File: src/bpc_pkg.sv
// package: shared constants, codes and types of the button press classifier
package bpc_pkg;

    // fixed field widths
    localparam int SLOT_W     = 3;
    localparam int NOW_W      = 32;
    localparam int THR_W      = 32;
    localparam int ACT_W      = 4;
    localparam int CFG_DATA_W = 32;
    localparam int CFG_IDX_W  = 2;

    // register indexes
    localparam logic [CFG_IDX_W-1:0] REG_LONG_PRESS  = 2'd0;
    localparam logic [CFG_IDX_W-1:0] REG_SHORT_PRESS = 2'd1;
    localparam logic [CFG_IDX_W-1:0] REG_ACTIVE      = 2'd2;

    // register reset values
    localparam logic [THR_W-1:0] LONG_PRESS_RST  = 32'd1000;
    localparam logic [THR_W-1:0] SHORT_PRESS_RST = 32'd50;
    localparam logic [ACT_W-1:0] ACTIVE_RST      = 4'd8;

    // event kinds
    localparam logic KIND_SHORT = 1'b0;
    localparam logic KIND_LONG  = 1'b1;

    // parameter defaults
    localparam int BUTTON_SLOTS_DEF = 8;
    localparam int TIME_BITS_DEF    = 32;

    // configuration register set
    typedef struct packed {
        logic [THR_W-1:0] long_press_ticks;
        logic [THR_W-1:0] short_press_ticks;
        logic [ACT_W-1:0] active_slots;
    } cfg_t;

    // classification outcome of one item
    typedef struct packed {
        logic              hit;
        logic [SLOT_W-1:0] slot;
        logic              kind;
    } event_t;

endpackage

File: src/bpc_if.sv
// interfaces: sample channel and event channel

interface bpc_sample_if;
    logic                       valid;
    logic                       ready;
    logic [bpc_pkg::SLOT_W-1:0] slot;
    logic                       pin_level;
    logic [bpc_pkg::NOW_W-1:0]  now_time;

    modport source (output valid, slot, pin_level, now_time, input ready);
    modport sink   (input valid, slot, pin_level, now_time, output ready);
endinterface

interface bpc_event_if;
    logic                       valid;
    logic                       ready;
    logic [bpc_pkg::SLOT_W-1:0] event_slot;
    logic                       event_kind;

    modport source (output valid, event_slot, event_kind, input ready);
    modport sink   (input valid, event_slot, event_kind, output ready);
endinterface

File: src/bpc_cfg_regs.sv
// configuration registers with plain write port
module bpc_cfg_regs (
    input  logic                               clk,
    input  logic                               rst_n,
    input  logic                               wr_en,
    input  logic [bpc_pkg::CFG_IDX_W-1:0]      wr_index,
    input  logic [bpc_pkg::CFG_DATA_W-1:0]     wr_data,
    output bpc_pkg::cfg_t                      cfg
);

    bpc_pkg::cfg_t cfg_reg;
    bpc_pkg::cfg_t cfg_next;

    // decode the write
    always_comb
    begin
        cfg_next = cfg_reg;
        if (wr_en)
        begin
            case (wr_index)
                bpc_pkg::REG_LONG_PRESS:
                    cfg_next.long_press_ticks = wr_data[bpc_pkg::THR_W-1:0];
                bpc_pkg::REG_SHORT_PRESS:
                    cfg_next.short_press_ticks = wr_data[bpc_pkg::THR_W-1:0];
                bpc_pkg::REG_ACTIVE:
                    cfg_next.active_slots = wr_data[bpc_pkg::ACT_W-1:0];
                default:
                    cfg_next = cfg_reg;
            endcase
        end
    end

    always_ff @(posedge clk or negedge rst_n)
    begin
        if (!rst_n)
        begin
            cfg_reg.long_press_ticks  <= bpc_pkg::LONG_PRESS_RST;
            cfg_reg.short_press_ticks <= bpc_pkg::SHORT_PRESS_RST;
            cfg_reg.active_slots      <= bpc_pkg::ACTIVE_RST;
        end
        else
        begin
            cfg_reg <= cfg_next;
        end
    end

    assign cfg = cfg_reg;

endmodule

File: src/bpc_classifier.sv
// per-slot state and press classification for the registered item
module bpc_classifier #(
    parameter int BUTTON_SLOTS = bpc_pkg::BUTTON_SLOTS_DEF,
    parameter int TIME_BITS    = bpc_pkg::TIME_BITS_DEF
) (
    input  logic                           clk,
    input  logic                           rst_n,
    input  logic                           valid,
    input  logic                           advance,
    input  logic [bpc_pkg::SLOT_W-1:0]     slot,
    input  logic                           pin_level,
    input  logic [bpc_pkg::NOW_W-1:0]      now_time,
    input  bpc_pkg::cfg_t                  cfg,
    output bpc_pkg::event_t                res
);

    localparam int IDX_W = (BUTTON_SLOTS > 1) ? $clog2(BUTTON_SLOTS) : 1;
    localparam int CMP_W = (TIME_BITS > bpc_pkg::THR_W) ? TIME_BITS : bpc_pkg::THR_W;

    logic [BUTTON_SLOTS-1:0] was_pressed_reg;
    logic [BUTTON_SLOTS-1:0] reported_reg;
    logic [TIME_BITS-1:0]    press_start_reg [BUTTON_SLOTS];

    logic                 active;
    logic [IDX_W-1:0]     idx;
    logic                 cur;
    logic                 prev;
    logic                 rep;
    logic [TIME_BITS-1:0] now_t;
    logic [TIME_BITS-1:0] held;
    logic                 long_met;
    logic                 short_met;

    logic                 reported_next;
    logic [TIME_BITS-1:0] press_start_next;

    // slot lookup
    always_comb
    begin
        active = (32'(slot) < BUTTON_SLOTS) &&
                 ({1'b0, slot} < cfg.active_slots);
        idx    = IDX_W'(slot);
        cur    = ~pin_level;
        prev   = active ? was_pressed_reg[idx] : 1'b0;
        rep    = active ? reported_reg[idx] : 1'b0;
        now_t  = TIME_BITS'(now_time);
        held   = now_t - (active ? press_start_reg[idx] : '0);
        long_met  = CMP_W'(held) >= CMP_W'(cfg.long_press_ticks);
        short_met = CMP_W'(held) >= CMP_W'(cfg.short_press_ticks);
    end

    // classification and next state for the addressed slot
    always_comb
    begin
        reported_next    = rep;
        press_start_next = active ? press_start_reg[idx] : '0;
        res.hit          = 1'b0;
        res.slot         = slot;
        res.kind         = bpc_pkg::KIND_SHORT;
        if (cur && !prev && !rep)
        begin
            press_start_next = now_t;
        end
        else if (cur && prev && !rep)
        begin
            if (long_met)
            begin
                reported_next    = 1'b1;
                press_start_next = '0;
                res.hit          = valid && active;
                res.kind         = bpc_pkg::KIND_LONG;
            end
        end
        else if (!cur && prev && !rep)
        begin
            if (short_met)
            begin
                reported_next = 1'b1;
                res.hit       = valid && active;
                res.kind      = bpc_pkg::KIND_SHORT;
            end
            press_start_next = '0;
        end
        else if (!cur && rep)
        begin
            reported_next    = 1'b0;
            press_start_next = '0;
        end
    end

    // state write-back when the item leaves the input register
    always_ff @(posedge clk or negedge rst_n)
    begin
        if (!rst_n)
        begin
            was_pressed_reg <= '0;
            reported_reg    <= '0;
            for (int k = 0; k < BUTTON_SLOTS; k++)
            begin
                press_start_reg[k] <= '0;
            end
        end
        else if (advance && active)
        begin
            was_pressed_reg[idx] <= cur;
            reported_reg[idx]    <= reported_next;
            press_start_reg[idx] <= press_start_next;
        end
    end

endmodule

File: src/bpc_out_stage.sv
// output register for classified events
module bpc_out_stage (
    input  logic               clk,
    input  logic               rst_n,
    input  logic               load,
    input  bpc_pkg::event_t    res,
    output logic               busy,
    bpc_event_if.source        events
);

    logic                       valid_reg;
    logic                       valid_next;
    logic [bpc_pkg::SLOT_W-1:0] slot_reg;
    logic                       kind_reg;

    // hold until taken, reload on a new event
    always_comb
    begin
        if (load)
            valid_next = 1'b1;
        else if (events.ready)
            valid_next = 1'b0;
        else
            valid_next = valid_reg;
    end

    always_ff @(posedge clk or negedge rst_n)
    begin
        if (!rst_n)
            valid_reg <= 1'b0;
        else
            valid_reg <= valid_next;
    end

    // payload
    always_ff @(posedge clk)
    begin
        if (load)
        begin
            slot_reg <= res.slot;
            kind_reg <= res.kind;
        end
    end

    assign busy              = valid_reg && !events.ready;
    assign events.valid      = valid_reg;
    assign events.event_slot = slot_reg;
    assign events.event_kind = kind_reg;

endmodule

File: src/button_press_classifier_top.sv
// top level of the button press classifier
//
//  channel   dir  handshake            payload
//  samples   in   valid / ready        slot, pin_level, now_time
//  events    out  valid / ready        event_slot, event_kind
//  wr_*      in   wr_en, no wait       wr_index, wr_data
//
// one item per cycle unless the output is blocked; an accepted item passes the input register,
// then its event is loaded into the event register and held there until taken
// the per-slot read-modify-write sits between the input and event registers
// reset clears all slot state and loads the register defaults
// samples stalls only while an event waits in the output and the next item
// also yields an event
module button_press_classifier_top #(
    parameter int BUTTON_SLOTS = bpc_pkg::BUTTON_SLOTS_DEF,
    parameter int TIME_BITS    = bpc_pkg::TIME_BITS_DEF
) (
    input  logic                           clk,
    input  logic                           rst_n,
    bpc_sample_if.sink                     samples,
    bpc_event_if.source                    events,
    input  logic                           wr_en,
    input  logic [bpc_pkg::CFG_IDX_W-1:0]  wr_index,
    input  logic [bpc_pkg::CFG_DATA_W-1:0] wr_data
);

    bpc_pkg::cfg_t   cfg;
    bpc_pkg::event_t res;

    logic                       s1_valid_reg;
    logic                       s1_valid_next;
    logic [bpc_pkg::SLOT_W-1:0] s1_slot_reg;
    logic                       s1_pin_reg;
    logic [bpc_pkg::NOW_W-1:0]  s1_now_reg;

    logic out_busy;
    logic advance;
    logic accept;

    bpc_cfg_regs u_cfg (
        .clk      (clk),
        .rst_n    (rst_n),
        .wr_en    (wr_en),
        .wr_index (wr_index),
        .wr_data  (wr_data),
        .cfg      (cfg)
    );

    // item leaves the input register unless its event has nowhere to go
    assign advance       = s1_valid_reg && !(out_busy && res.hit);
    assign samples.ready = !s1_valid_reg || advance;
    assign accept        = samples.valid && samples.ready;

    // input register
    always_comb
    begin
        if (accept)
            s1_valid_next = 1'b1;
        else if (advance)
            s1_valid_next = 1'b0;
        else
            s1_valid_next = s1_valid_reg;
    end

    always_ff @(posedge clk or negedge rst_n)
    begin
        if (!rst_n)
            s1_valid_reg <= 1'b0;
        else
            s1_valid_reg <= s1_valid_next;
    end

    always_ff @(posedge clk)
    begin
        if (accept)
        begin
            s1_slot_reg <= samples.slot;
            s1_pin_reg  <= samples.pin_level;
            s1_now_reg  <= samples.now_time;
        end
    end

    bpc_classifier #(
        .BUTTON_SLOTS (BUTTON_SLOTS),
        .TIME_BITS    (TIME_BITS)
    ) u_classifier (
        .clk       (clk),
        .rst_n     (rst_n),
        .valid     (s1_valid_reg),
        .advance   (advance),
        .slot      (s1_slot_reg),
        .pin_level (s1_pin_reg),
        .now_time  (s1_now_reg),
        .cfg       (cfg),
        .res       (res)
    );

    bpc_out_stage u_out (
        .clk    (clk),
        .rst_n  (rst_n),
        .load   (advance && res.hit),
        .res    (res),
        .busy   (out_busy),
        .events (events)
    );

endmodule

File: src/flat_wrapper.sv
// flat-port wrapper written by rule: the top's interface ports become plain ports
module button_press_classifier_top_flat 
#(
    parameter int BUTTON_SLOTS = bpc_pkg::BUTTON_SLOTS_DEF,
    parameter int TIME_BITS    = bpc_pkg::TIME_BITS_DEF
)
  (clk, rst_n, wr_en, wr_index, wr_data, samples_valid, samples_slot, samples_pin_level, samples_now_time, samples_ready, events_valid, events_event_slot, events_event_kind, events_ready);
  bpc_sample_if samples_i ();
  bpc_event_if events_i ();
  input  logic clk;
  input  logic rst_n;
  input  logic wr_en;
  input  logic [bpc_pkg::CFG_IDX_W-1:0] wr_index;
  input  logic [bpc_pkg::CFG_DATA_W-1:0] wr_data;
  input wire logic [$bits(samples_i.valid)-1:0] samples_valid;
  input wire logic [$bits(samples_i.slot)-1:0] samples_slot;
  input wire logic [$bits(samples_i.pin_level)-1:0] samples_pin_level;
  input wire logic [$bits(samples_i.now_time)-1:0] samples_now_time;
  output wire logic [$bits(samples_i.ready)-1:0] samples_ready;
  output wire logic [$bits(events_i.valid)-1:0] events_valid;
  output wire logic [$bits(events_i.event_slot)-1:0] events_event_slot;
  output wire logic [$bits(events_i.event_kind)-1:0] events_event_kind;
  input wire logic [$bits(events_i.ready)-1:0] events_ready;
  assign samples_i.valid = samples_valid;
  assign samples_i.slot = samples_slot;
  assign samples_i.pin_level = samples_pin_level;
  assign samples_i.now_time = samples_now_time;
  assign samples_ready = samples_i.ready;
  assign events_valid = events_i.valid;
  assign events_event_slot = events_i.event_slot;
  assign events_event_kind = events_i.event_kind;
  assign events_i.ready = events_ready;
  button_press_classifier_top #(.BUTTON_SLOTS(BUTTON_SLOTS), .TIME_BITS(TIME_BITS)) u_core (.clk(clk), .rst_n(rst_n), .samples(samples_i), .events(events_i), .wr_en(wr_en), .wr_index(wr_index), .wr_data(wr_data));
endmodule
File: config.mk
export PLATFORM = sky130hd
export DESIGN_NAME = button_press_classifier_top_flat
export DESIGN_NICKNAME = d
export VERILOG_FILES = /design/src/bpc_pkg.sv /design/src/bpc_if.sv /design/src/bpc_cfg_regs.sv /design/src/bpc_classifier.sv /design/src/bpc_out_stage.sv /design/src/button_press_classifier_top.sv /design/src/flat_wrapper.sv
export SDC_FILE = /design/constraint.sdc
export NUM_CORES = 1
export LEC_CHECK = 0
export BUFFER_PORTS_ARGS = -buffer_cell sky130_fd_sc_hd__buf_2
export CAP_MARGIN = 5
export CORE_UTILIZATION = 55
export DETAILED_ROUTE_END_ITERATION = 7
export PLACE_DENSITY = 0.72
export SLEW_MARGIN = 10
export SYNTH_ARGS = -nofsm -noshare
export SYNTH_HDL_FRONTEND = slang
export SYNTH_SLANG_ARGS = --single-unit
export TNS_END_PERCENT = 5
File: constraint.sdc
create_clock -name clk -period 10.4 [get_ports clk]
set_input_delay 2.08 -clock clk [delete_from_list [all_inputs] [get_ports clk]]
set_output_delay 2.08 -clock clk [all_outputs]
set_load 0.005 [all_outputs]
# Word-level counts from Yosys, hierarchy flattened
# Index checks and enable logic that the tools add are counted.
# word_totals
regBits,382
out_inout_bits,6
elab_cells,100
# classes
eq_ne,2
order_cmp,7
n_bitwise,3
muxes,38
addsub,1
reduce_logical,29
# ops
cell,count
$mux 32,9
$bwmux 256,1
$bmux 32 s3,1
$demux 32 s3,1
$ge 32x32->1,2
$sub 32x32->32,1
$mux 1,21
$bwmux 8,2
$logic_and 1x1->1,16
$bmux 1 s3,2
$reduce_and 2->1,3
$logic_not 1->1,5
$ge 4x4->1 const B,1
$lt 3x4->1,1
$lt 3x4->1 const B,1
$lt 4x1->1 const B,1
$not 3->4,1
$reduce_bool 2->1,2
$demux 1 s3,1
$ge 3x1->1 const B,1
$eq 2x1->1 const B,1
$eq 2x2->1 const B,1
$logic_not 2->1,1
$not 1->1,2
2 further kinds,2

# Longest topological paths before layout
# Gate-level depths: netlist of the first run.
# logic_depth
word_depth,17
depth_mapped,34
ltp_nobuf,30

# Hierarchy
# From an unflattened synthesis of the first run, not the netlist that was laid out.
# hier_totals
hier_cells,1834
area_unflattened_um2,19010.7
# modules_own_cells
module,area_each_um2,n_inst,cells_each
bpc_classifier,15135.8,1,1639
bpc_cfg_regs,2566.2,1,145
button_press_classifier_top,1143.6,1,43
bpc_out_stage,165.2,1,7

# Worst setup path before layout of the first run
# Ideal clock, no wire load.
# synth_timing
path_type,register to register
startpoint,register u_core.s1_slot_reg[1] (netlist name)
endpoint,register u_core.s1_now_reg[0] (netlist name) (enable)
path_stages_with_launch,30
synth_period_minus_slack_ns,8.365
required_ns,9.915
setup_time_ns,0.485
setup_slack_ns,2.035
arrival_ns,7.880
cell_sequence,edfxtp_1 buf_2 buf_2 nand2_1 buf_2 o22ai_1 or4_1 nor2_1 inv_1 fa_1 a211oi_1 nor4_1 nor2_1 a21oi_1 nor2_1 o21ai_0 a21oi_1 nor2b_1 o41ai_1 xnor2_1 ha_1 a21oi_1 o21ai_0 a41o_1 a21oi_1 o21a_1 nand2_1 a21oi_1 nor3_1 a21boi_0
# synth_between
elab_chain_cells,16
elab_cells_between_ends,34
classes_between,add/sub (1); order compare (3); mux (15); bitwise (1); reduce/logical (14)
# synth_lines
element,line,rtl
"start, declared",button_press_classifier_top.sv:32,logic [bpc_pkg::SLOT_W-1:0] s1_slot_reg;
"start signal, assigned",button_press_classifier_top.sv:77,s1_slot_reg <= samples.slot;
$not 3->4 (not written as such),bpc_classifier.sv:47,held = now_t - (active ? press_start_reg[idx] : '0);
$bmux 32 s3,bpc_classifier.sv:47,
$mux 32 (not written as such) (2 in series),bpc_classifier.sv:47,
$mux 32,bpc_classifier.sv:47,
$sub 32x32->32,bpc_classifier.sv:47,
$ge 32x32->1,bpc_classifier.sv:49,short_met = CMP_W'(held) >= CMP_W'(cfg.short_press_ticks);
$mux 1,bpc_classifier.sv:76,if (short_met)
$mux 1,bpc_classifier.sv:74,else if (!cur && prev && !rep)
$mux 1,bpc_classifier.sv:64,else if (cur && prev && !rep)
$mux 1 (*),bpc_classifier.sv:60,if (cur && !prev && !rep)
$logic_and 1x1->1 (*),button_press_classifier_top.sv:50,assign advance = s1_valid_reg && !(out_busy && res.hit);
$logic_not 1->1 (*),button_press_classifier_top.sv:50,
$logic_and 1x1->1 (*),button_press_classifier_top.sv:50,
$logic_or 1x1->1 (*),button_press_classifier_top.sv:51,assign samples.ready = !s1_valid_reg || advance;
$logic_and 1x1->1 (*),button_press_classifier_top.sv:52,assign accept = samples.valid && samples.ready;
net u_core.accept,button_press_classifier_top.sv:38,logic accept;
"end signal, assigned",button_press_classifier_top.sv:79,s1_now_reg <= samples.now_time;
"end, declared",button_press_classifier_top.sv:34,logic [bpc_pkg::NOW_W-1:0] s1_now_reg;
# Mark *: on every way through the listed nets, which the timed path passes. The rest lies on a longest branch. The select of a mux whose other input is x is not followed.
# A chain may end at the register's enable or synchronous reset.

# Worst setup path after layout of the first run
# layout_timing
startpoint,register u_core.s1_slot_reg[2] (netlist name)
endpoint,output port samples_ready
# layout_between
elab_chain_cells,15
elab_cells_between_ends,33
classes_between,add/sub (1); order compare (3); mux (15); bitwise (1); reduce/logical (13)
# layout_lines
element,line,rtl
$not 3->4 (not written as such),bpc_classifier.sv:47,
$bmux 32 s3,bpc_classifier.sv:47,
$mux 32 (not written as such) (2 in series),bpc_classifier.sv:47,
$mux 32,bpc_classifier.sv:47,
$sub 32x32->32,bpc_classifier.sv:47,
$ge 32x32->1,bpc_classifier.sv:49,
$mux 1,bpc_classifier.sv:76,
$mux 1,bpc_classifier.sv:74,
$mux 1,bpc_classifier.sv:64,
$mux 1 (*),bpc_classifier.sv:60,
$logic_and 1x1->1 (*),button_press_classifier_top.sv:50,
$logic_not 1->1 (*),button_press_classifier_top.sv:50,
$logic_and 1x1->1 (*),button_press_classifier_top.sv:50,
$logic_or 1x1->1 (*),button_press_classifier_top.sv:51,
"end, declared",flat_wrapper.sv:19,output wire logic [$bits(samples_i.ready)-1:0] samples_ready;
# Mark *: on every way between the ends. The rest lies on a longest branch, timed or not. The select of a mux whose other input is x is not followed.

==> run_results.csv, run 1 <==
group,metric,value,unit
outcome,status,"finished, final reports clean",
final_layout,area_growth,9.837,%
die,start_util,0.5621,
placement,hpwl,35460,um
worst_setup_path,path_buf_inv,3,
synthesis,synth_seq_cells,382,
final_layout,largest_reg_flops,256,
synthesis,synth_edf_count,40,
synthesis,syn-num-nets,2162,
routing,drt-vias-per-instance,6.661,
synthesis,async_flop_share,0.8953,
grt,gr-total-overflow,0,
worst_setup_path,critPathMostFrequentCell,"nand2_1",
synthesis,synth-xor-area-share,0.01343,
die,die_y,190.6,um
clocking,cts-buffers-inserted,40,
pwr,ir_worst_vdd,0.1846,mV
clocking,cts_tree,"done",
routing,wl_per_cell,23.24,um
synthesis,synthMuxAreaShare,0.02942,
worst_setup_path,crit_family,"simple AND/OR/NAND/NOR gates",
final_layout,nFillCells,2760,
synthesis,synthFlopType,"dfrtp_1",
synthesis,synth_fa_ha_area_frac,0.06371,
clocking,clk_transition_reported_paths,0.07,ns
synthesis,synthSimpleGateAreaFrac,0.07292,
clocking,clockBufferDepth,3,
routing,drtIter0Drc,2285,
synthesis,synth_most_common_cell,"a21oi_1",
synthesis,synth_cell_types,64,
routing,firstDrtPassIters,6,
sta,tns,0,ns
die,coreArea,34800,um2
pwr,power,6.969,mW
pwr,cellLeakagePower,9.344,nW
routing,finalWirelength,57860,um
grt,antenna_found_initial,0,
clocking,clkSinkCount,382,
final_layout,n_antenna_cell,0,
synthesis,synthCells,1988,
worst_setup_path,path_class,"reg2out",
sta,finalMaxSlewViolations,0,
synthesis,synth_top_family_by_area,"compound AO/OA/AOI/OAI gates",
sta,slew-limit-headroom,0.3590,
synthesis,yosysWarningCount,0,
pwr,powerDensity,324.3,nW/um2
worst_setup_path,start_kind,"register",
synthesis,ys_top_cells_by_count,"a21oi_1 (564), dfrtp_1 (332), o22ai_1 (130)",
die,num_rows,68,
flow_run,cap_violations,0,
placement,portBuffers,80,
synthesis,synth_compound_area_frac,0.2574,
final_layout,design_area,21490,um2
placement,place_congestion,0.9265,
sta,finalSetupViolations,0,
sta,hold_viol,0,
sta,worstMarginPinSlew,0.9614,ns
synthesis,yosysSeqAreaShare,0.4996,
grt,grt_first_pass_wirelength,89870,um
worst_setup_path,worstPathRequired,8.32,ns
grt,grt_pass1_vias,16100,
sta,final.period_utilization,0.9589,
sta,period_minus_slack,9.972,ns
min_path,hold_path.class,"reg2reg",
clocking,hold_buffers,0,
routing,num_vias,16590,
grt,grt_max_degree,155,
sta,fin_ws,0.4278,ns
synthesis,yosysTopAreaCell,"dfrtp_1",
synthesis,syn_area_per_cell,9.840,um2
clocking,insertion_delay,0.55,ns
placement,dp_cells,2417,
grt,grtUsageTotal,0.3171,
worst_setup_path,cp_slowest_cell,"edfxtp_1",
die,dieArea,36320,um2
routing,route.detailed.drc,0,
synthesis,synth_area_leaders,"dfrtp_1 (42%), a21oi_1 (14%), ha_1 (6.3%)",
synthesis,synth_top_area_share,0.4247,
synthesis,synthesis.area,19560,um2
die,num_io_pins,81,
worst_setup_path,crit_arrival,7.89,ns
routing,postRouteAntennaNets,0,
clocking,cts_root_buf,"clkbuf_16",
worst_setup_path,crit_fanout,29,
worst_setup_path,end_kind,"primary output",
placement,place_area,20080,um2
clocking,cts_htree_levels,2,
worst_setup_path,slowest_delay,0.70,ns
sta,max_clock_freq,100.3,MHz
final_layout,instances_no_fill,2490,
placement,post-place-ws,1.054,ns
die,fp.dieW,190.6,um
final_layout,drive_above_1_share,0.1445,
final_layout,layout.nets,2179,
sta,finClkSkew,0.01801,ns
[power by group]
part           internal [mW]  leakage [nW]  switching [mW]  total [mW]
registers               2.12          4.38           0.370        2.49
clock network          0.910         0.674           0.610        1.52
logic                   1.15          4.29            1.81        2.96
total                   4.18          9.34            2.79        6.97
[path summary, 6_finish.rpt]
check,startpoint,endpoint,slack [ns],depth (start not counted)
max,u_core.s1_slot_reg[2],samples_ready,0.43,26
min,u_core.u_classifier.was_pressed_reg[1],u_core.u_classifier.was_pressed_reg[1],0.51,1
max reg2reg,u_core.s1_slot_reg[2],u_core.u_classifier.press_start_reg[216],1.52,29
min reg2reg,u_core.u_classifier.was_pressed_reg[1],u_core.u_classifier.was_pressed_reg[1],0.51,1
max in group asynchronous,rst_n,u_core.u_classifier.press_start_reg[222],7.28,2
min in group asynchronous,rst_n,u_core.u_cfg.cfg[46],1.63,1
[per-stage QoR]
stage	hold slack, ns	util
2_1_floorplan	0.4206	-
3_3_place_gp	0.4627	0.5771
3_5_place_dp	0.4849	0.5771
4_1_cts	0.4975	0.6171
5_1_grt	0.5253	0.6174
6_report	0.5056	0.6174
[metal layers]
layer	track usage	up-vias	part of all wire
met5	0	-	0
met4	0.09815	0	0.028
met3	0.07122	134	0.11
met2	0.4945	1035	0.45
met1	0.4406	8120	0.41
li1	-	7296	-
[what timing repair did]
action | in CTS | in global routing
buffers inserted | 0 | 1
resized for setup | 0 | 1
endpoints found under the setup margin | 0 | 1
[kinds of logic after synthesis]
kind of cell / Yosys count
DFF: 382
AOI/OAI and AO/OA: 893
and+or+nand+nor: 281
xor gates and xnor gates: 30
muxes: 48
adders and majority gates: 99
buffers and inverters: 255
[cells in the final DEF (no fill, tap or decap), types with 4 or more instances in the layout]
master | synthesis | layout
a21oi_1 | 564 | 564
dfrtp_1 | 332 | 332
o22ai_1 | 130 | 130
inv_1 | 105 | 105
ha_1 | 98 | 98
nor2_1 | 87 | 85
buf_2 | 61 | 79
nand2_1 | 60 | 60
o21ai_0 | 57 | 57
buf_4 | 2 | 44
clkbuf_16 | 0 | 40
edfxtp_1 | 40 | 40
mux2_2 | 37 | 37
a22oi_1 | 32 | 32
or4_1 | 31 | 31
a21oi_2 | 30 | 30
xnor2_1 | 24 | 24
a21o_1 | 23 | 23
nand4_1 | 14 | 14
nand2b_1 | 11 | 11
nand3_1 | 11 | 11
a31oi_1 | 11 | 11
and2_1 | 10 | 10
dfstp_2 | 10 | 10
nor2b_1 | 10 | 9
a211oi_1 | 9 | 9
nor4_1 | 8 | 8
o21a_1 | 7 | 7
nor3_1 | 9 | 7
mux2_4 | 7 | 7
clkbuf_8 | 0 | 7
xor2_1 | 6 | 6
and3_1 | 6 | 6
bufinv_16 | 0 | 6
clkbuf_1 | 56 | 6
nor2_2 | 3 | 5
o21bai_1 | 5 | 5
or2_2 | 4 | 4
nand3b_1 | 4 | 4
clkinv_2 | 0 | 4
[worst register-to-register path: cells and delay by family, from the launching register on]
| family | cells | cell delay [ns] |
|---|---|---|
| buffers and inverters | 3 | 1.53 |
| AOI/OAI and AO/OA | 13 | 2.73 |
| xor gates and xnor gates | 1 | 0.20 |
| adders and majority gates | 2 | 0.69 |
| DFF | 1 | 0.70 |
| and+or+nand+nor | 10 | 2.91 |
[area by class of cell]
cell class / count / area (um2) / share of cell area
Clock buffer: 53 / 1120 / 0.05212
Inverter: 105 / 394.1 / 0.01834
Sequential cell: 382 / 9772 / 0.4548
Multi-Input combinational cell: 1351 / 8597 / 0.4001
Timing Repair Buffer: 125 / 760.7 / 0.03541
Clock inverter: 19 / 272.8 / 0.01270
Tap cell: 455 / 569.3 / 0.02650
Note: power is estimated with default switching activity, not from simulation.
==> inputs of run 2 (changes only) <==
--- a/config.mk
+++ b/config.mk
@@ -7,9 +7,11 @@
 export LEC_CHECK = 0
 export BUFFER_PORTS_ARGS = -buffer_cell sky130_fd_sc_hd__buf_2
 export CAP_MARGIN = 5
-export CORE_UTILIZATION = 55
+export CELL_PAD_IN_SITES_DETAIL_PLACEMENT = 0
+export CELL_PAD_IN_SITES_GLOBAL_PLACEMENT = 2
+export CORE_UTILIZATION = 41
 export DETAILED_ROUTE_END_ITERATION = 7
-export PLACE_DENSITY = 0.72
+export PLACE_DENSITY = 0.92
 export SLEW_MARGIN = 10
 export SYNTH_ARGS = -nofsm -noshare
 export SYNTH_HDL_FRONTEND = slang
==> run 2 against run 1 <==
Compared with the run above: the run now ends with DRC left; non-clock buffer count is 5 higher; critical path depth is 3 higher; fmax is 0.96% higher; worst hold slack worse by 0.012 ns; via count is 1.5% lower; sequential power hardly changed; final cell count is 6.4% higher; largest power group unchanged.
==> run_results.csv, run 2 (synthesis results as in run 1) <==
group,metric,value,unit
clocking,cts_root_buf,"clkbuf_16",
min_path,hold_path.class,"reg2reg",
worst_setup_path,r2r_setup_slack,1.53,ns
sta,max_clock_freq,101.2,MHz
grt,gr-total-overflow,0,
pwr,p_int,4.114,mW
die,die_y,220.4,um
routing,route.detailed.drc,13,
worst_setup_path,worstPathRequired,8.32,ns
sta,finalMaxSlewViolations,0,
final_layout,post-route-util,0.4626,
pwr,ir_worst_vdd,0.1299,mV
grt,grt_pass1_vias,15970,
worst_setup_path,cp_slowest_cell,"edfxtp_1",
outcome,violations,"DRC",
sta,slew-limit-headroom,0.1522,
grt,antenna_found_initial,0,
routing,wl_per_cell,23.18,um
flow_run,cap_violations,0,
sta,fin_ws,0.5226,ns
pwr,power.share.switching,0.4038,
final_layout,largest_reg_flops,256,
final_layout,n_antenna_cell,0,
grt,grt_first_pass_wirelength,93700,um
die,fp.dieW,220.4,um
clocking,insertion_delay,0.58,ns
pwr,powerDensity,318.4,nW/um2
worst_setup_path,start_kind,"register",
final_layout,final_cell_mix,"a21oi_1 (564), dfrtp_1 (332), o22ai_1 (130)",
pwr,clkPwrFrac,0.213,
die,dieArea,48590,um2
outcome,status,"finished with violations",
worst_setup_path,crit_arrival,7.80,ns
worst_setup_path,slowest_delay,0.68,ns
pwr,power.switching,2.787,mW
sta,hold_viol,0,
worst_setup_path,r2r_start,"u_core.s1_slot_reg[2]",
sta,final.period_utilization,0.9497,
worst_setup_path,r2r.worst_path.cells,28,
placement,post-place-ws,1.131,ns
sta,finalSetupViolations,0,
worst_setup_path,r2r-end,"u_core.u_classifier.press_start_reg[87]",
worst_setup_path,path_buf_inv,3,
placement,portBuffers,80,
sta,period_minus_slack,9.877,ns
grt,grtUsageTotal,0.2517,
worst_setup_path,end_kind,"primary output",
grt,grt_max_degree,144,
final_layout,layout.nets,2185,
worst_setup_path,worst-path-stages,29,
sta,finClkSkew,0.02069,ns
worst_setup_path,critPathLaunch,"u_core.s1_slot_reg[2]",
pwr,power_frac_seq,0.358,
placement,dp_cells,2575,
sta,hold_slack,0.4941,ns
routing,postRouteAntennaNets,0,
clocking,cts_htree_levels,2,
worst_setup_path,setup.worst_path.end,"samples_ready",
sta,rsz0062_at_grt,"false",
sta,worstMarginPinSlew,1.272,ns
clocking,clk_transition_reported_paths,0.06,ns
routing,num_vias,16340,
final_layout,final_common_cell,"a21oi_1",
final_layout,area_growth,10.79,%
routing,drt-vias-per-instance,6.168,
clocking,cts-buffers-inserted,41,
final_layout,instances_no_fill,2649,
placement,hpwl,37960,um
pwr,cellLeakagePower,9.358,nW
clocking,clockBufferDepth,3,
worst_setup_path,critPathMostFrequentCell,"nor2_1",
die,num_rows,79,
clocking,clkSinkCount,382,
placement,place_congestion,0.8910,
worst_setup_path,crit_fanout,23,
routing,firstDrtPassIters,8,
die,start_util,0.4175,
die,coreArea,46850,um2
min_path,hold_depth,1,
routing,drtIter0Drc,1778,
pwr,pwr-share-comb,0.429,
routing,finalWirelength,61410,um
clocking,post_cts.repair.setup_buffers,0,
worst_setup_path,path_class,"reg2out",
sta,tns,0,ns
clocking,cts_tree,"done",
worst_setup_path,crit_family,"simple AND/OR/NAND/NOR gates",
final_layout,drive_above_1_share,0.1440,
die,num_io_pins,81,
## run 2: cell types whose count changed in the layout (fill, tap and decap cells not counted), sizes merged
| cell | previous run | this run |
|---|---|---|
| buf | 125 | 130 |
| bufinv | 6 | 2 |
| clkbuf | 53 | 62 |
| clkinv | 9 | 8 |
| clkinvlp | 3 | 0 |
| inv | 106 | 107 |
## run 2: final cells by class
cell class                 instances  area (um2)
clock buffer                      62        1197
clock inverter                    12       116.4
fill                            4408       25180
inverter                         105       394.1
multi-input combinational       1351        8597
sequential                       382        9772
tap                              607       759.5
timing repair buffer             130       835.8
## run 2: repair_timing
item / 4_1_cts / 5_1_grt
resized for setup: 0 / 1
endpoints found under the setup margin: 0 / 1
hold buffers: 0 / 0
## run 2: power by group through the flow
stage               Combinational, mW  Sequential, mW  Clock [mW]
floorplan                        2.17            2.37           0
detailed placement               2.92            2.46           0
global route                     3.32            2.53        1.55
global placement                 2.84            2.46           0
finish                           2.96            2.47        1.47
CTS                              2.93            2.45        1.49
## run 2: worst reg2reg max path, delay by kind of cell, from the launching register on
kind	cells	cell delay, ns
flip-flops	1	0.81
adder cells (fa/ha/maj)	3	0.92
AND/OR/NAND/NOR	9	3.55
AO/OA/AOI/OAI	13	2.82
buffers and inverters	2	0.44
XOR/XNOR	1	0.21
## run 2: metrics by stage
step | area, um2 | power, mW
after floorplan | 19560 | 4.542
after global placement | 20350 | 5.298
after detailed placement | 20350 | 5.383
after CTS | 21670 | 6.873
after global routing | 21670 | 7.395
final | 21670 | 6.901
## run 2: routing by layer
layer | routed length, um | GRT usage | part of all wire | vias up
met2 | 28020 | 0.3991 | 0.46 | 799
met4 | 1688 | 0.08759 | 0.027 | 0
met3 | 5768 | 0.05072 | 0.094 | 125
li1 | - | - | - | 7296
met5 | 0 | 0 | 0 | -
met1 | 25930 | 0.3420 | 0.42 | 8120
## run 2: worst min path at each step
| stage | from | end |
|---|---|---|
| after floorplan | u_core.s1_slot_reg[0] | u_core.u_out.events.event_slot[0] |
| after detailed placement | u_core.u_classifier.was_pressed_reg[1] | u_core.u_classifier.was_pressed_reg[1] |
| after global placement | u_core.u_classifier.was_pressed_reg[1] | u_core.u_classifier.was_pressed_reg[1] |
| after global routing | u_core.u_classifier.was_pressed_reg[1] | u_core.u_classifier.was_pressed_reg[1] |
| final | u_core.u_classifier.was_pressed_reg[1] | u_core.u_classifier.was_pressed_reg[1] |
| after CTS | u_core.u_classifier.was_pressed_reg[1] | u_core.u_classifier.was_pressed_reg[1] |
==> inputs of run 3 (changes only) <==
--- a/config.mk
+++ b/config.mk
@@ -12,6 +12,7 @@
 export CORE_UTILIZATION = 41
 export DETAILED_ROUTE_END_ITERATION = 7
 export PLACE_DENSITY = 0.92
+export REMOVE_ABC_BUFFERS = 1
 export SLEW_MARGIN = 10
 export SYNTH_ARGS = -nofsm -noshare
 export SYNTH_HDL_FRONTEND = slang
==> run 3 against run 2 <==
Compared with the run above: the flow still finishes with violations (DRC); register-to-register slack gained 0.07 ns; combinational power shrank 1%; worst hold slack lost 0.013 ns; worst setup slack gained 0.017 ns; clock power shrank 3%; cell area shrank 0.13%; first-iteration DRC count shrank 0.79%; global-route usage shrank 0.063 points; fmax grew 0.17%; largest power group unchanged.
==> run_results.csv, run 3 (synthesis results as in run 1) <==
group,metric,value,unit
routing,route.detailed.drc,6,
die,dieArea,48590,um2
clocking,cts_tree,"done",
die,num_io_pins,81,
outcome,status,"finished with violations",
final_layout,n_antenna_cell,0,
pwr,cellLeakagePower,9.345,nW
final_layout,instances_no_fill,2651,
clocking,cts_root_buf,"clkbuf_16",
sta,tns,0,ns
routing,wl_per_cell,23.05,um
sta,finalSetupViolations,0,
sta,max_clock_freq,101.4,MHz
clocking,clockBufferDepth,3,
routing,num_vias,16180,
worst_setup_path,start_kind,"register",
final_layout,post-route-util,0.4619,
final_layout,design_area,21640,um2
worst_setup_path,critPathLaunch,"u_core.s1_slot_reg[0]",
sta,hold_slack,0.4815,ns
sta,fin_ws,0.5398,ns
placement,dp_cells,2576,
sta,hold_viol,0,
sta,finClkSkew,0.01360,ns
grt,grt_pass1_vias,15930,
clocking,clkSinkCount,382,
placement,place_area,20340,um2
final_layout,area_growth,10.64,%
die,fp.dieW,220.4,um
final_layout,largest_reg_flops,256,
worst_setup_path,slowest_delay,0.75,ns
pwr,ir_worst_vdd,0.1385,mV
clocking,clk_transition_reported_paths,0.06,ns
worst_setup_path,crit_family,"simple AND/OR/NAND/NOR gates",
clocking,hold_buffers,0,
final_layout,final_cell_mix,"a21oi_1 (564), dfrtp_1 (332), o22ai_1 (130)",
routing,finalWirelength,61100,um
routing,firstDrtPassIters,8,
routing,postRouteAntennaNets,0,
grt,gr-total-overflow,0,
die,start_util,0.4175,
sta,period_minus_slack,9.860,ns
pwr,powerDensity,315.7,nW/um2
worst_setup_path,cp_slowest_cell,"edfxtp_1",
final_layout,layout.nets,2186,
grt,grt_first_pass_wirelength,93820,um
worst_setup_path,end_kind,"primary output",
clocking,insertion_delay,0.56,ns
clocking,cts_htree_levels,2,
sta,worstMarginPinSlew,1.141,ns
worst_setup_path,worstPathRequired,8.32,ns
placement,place_congestion,0.8628,
sta,slew-limit-headroom,0.2392,
outcome,violations,"DRC",
routing,drt-vias-per-instance,6.104,
pwr,power,6.833,mW
routing,drtIter0Drc,1764,
min_path,hold_path.startpoint,"u_core.u_classifier.was_pressed_reg[1]",
min_path,hold_path.class,"reg2reg",
sta,final.period_utilization,0.9481,
placement,portBuffers,80,
worst_setup_path,r2r_start,"u_core.s1_slot_reg[0]",
flow_run,cap_violations,0,
die,die_y,220.4,um
worst_setup_path,path_class,"reg2out",
placement,hpwl,37570,um
grt,antenna_found_initial,0,
worst_setup_path,critPathMostFrequentCell,"nor2_1",
final_layout,final_common_cell,"a21oi_1",
placement,post-place-ws,0.9770,ns
final_layout,drive_above_1_share,0.1453,
worst_setup_path,crit_fanout,19,
sta,rsz0062_at_grt,"false",
die,coreArea,46850,um2
worst_setup_path,path_buf_inv,2,
grt,grt_max_degree,236,
grt,grtUsageTotal,0.2511,
sta,finalMaxSlewViolations,0,
die,num_rows,79,
worst_setup_path,crit_arrival,7.78,ns
clocking,cts-buffers-inserted,41,
[run 3: layer usage]
metal | up-vias | routed length [um] | GRT usage
met2 | 783 | 27440 | 0.3952
met3 | 149 | 5445 | 0.05031
met4 | 0 | 2204 | 0.09356
met5 | - | 0 | 0
met1 | 7947 | 26010 | 0.3415
li1 | 7302 | - | -
[run 3: power by group]
part | leakage, nW | switching (mW) | internal (mW)
logic | 4.33 | 1.78 | 1.15
registers | 4.38 | 0.359 | 2.12
clock network | 0.639 | 0.609 | 0.825
[run 3: final timing paths]
kind	end	slack, ns	depth (start not counted)
worst max-delay path	samples_ready	0.54	25
worst min-delay path	u_core.u_classifier.was_pressed_reg[1]	0.48	1
worst max register to register	u_core.u_classifier.was_pressed_reg[6]	1.60	29
worst min register to register	u_core.u_classifier.was_pressed_reg[1]	0.48	1
max in group asynchronous	u_core.u_classifier.press_start_reg[131]	6.67	3
min in group asynchronous	u_core.u_cfg.cfg[65]	1.53	1
[run 3: final cells by class]
cell class	count	area, um2
repair buffers	131	818.3
multi-input cells	1351	8600
fillers	4454	25210
clock buffers	63	1209
clock inverters	12	91.34
inverters	105	394.1
flip-flops and latches	382	9772
well taps	607	759.5
[run 3: what timing repair did]
action                     4_1_cts  5_1_grt
setup buffers                    0        0
gates resized for setup          0        3
setup endpoints to repair        0        1
[run 3: worst reg2reg max path: cells and delay by family, from the launching register on]
kind | cells | cell delay [ns]
AO/OA/AOI/OAI | 12 | 2.68
XOR/XNOR | 1 | 0.20
adder cells (fa/ha/maj) | 3 | 0.94
buffers and inverters | 3 | 1.15
flip-flops | 1 | 0.75
multiplexers | 1 | 0.33
AND/OR/NAND/NOR | 9 | 2.64
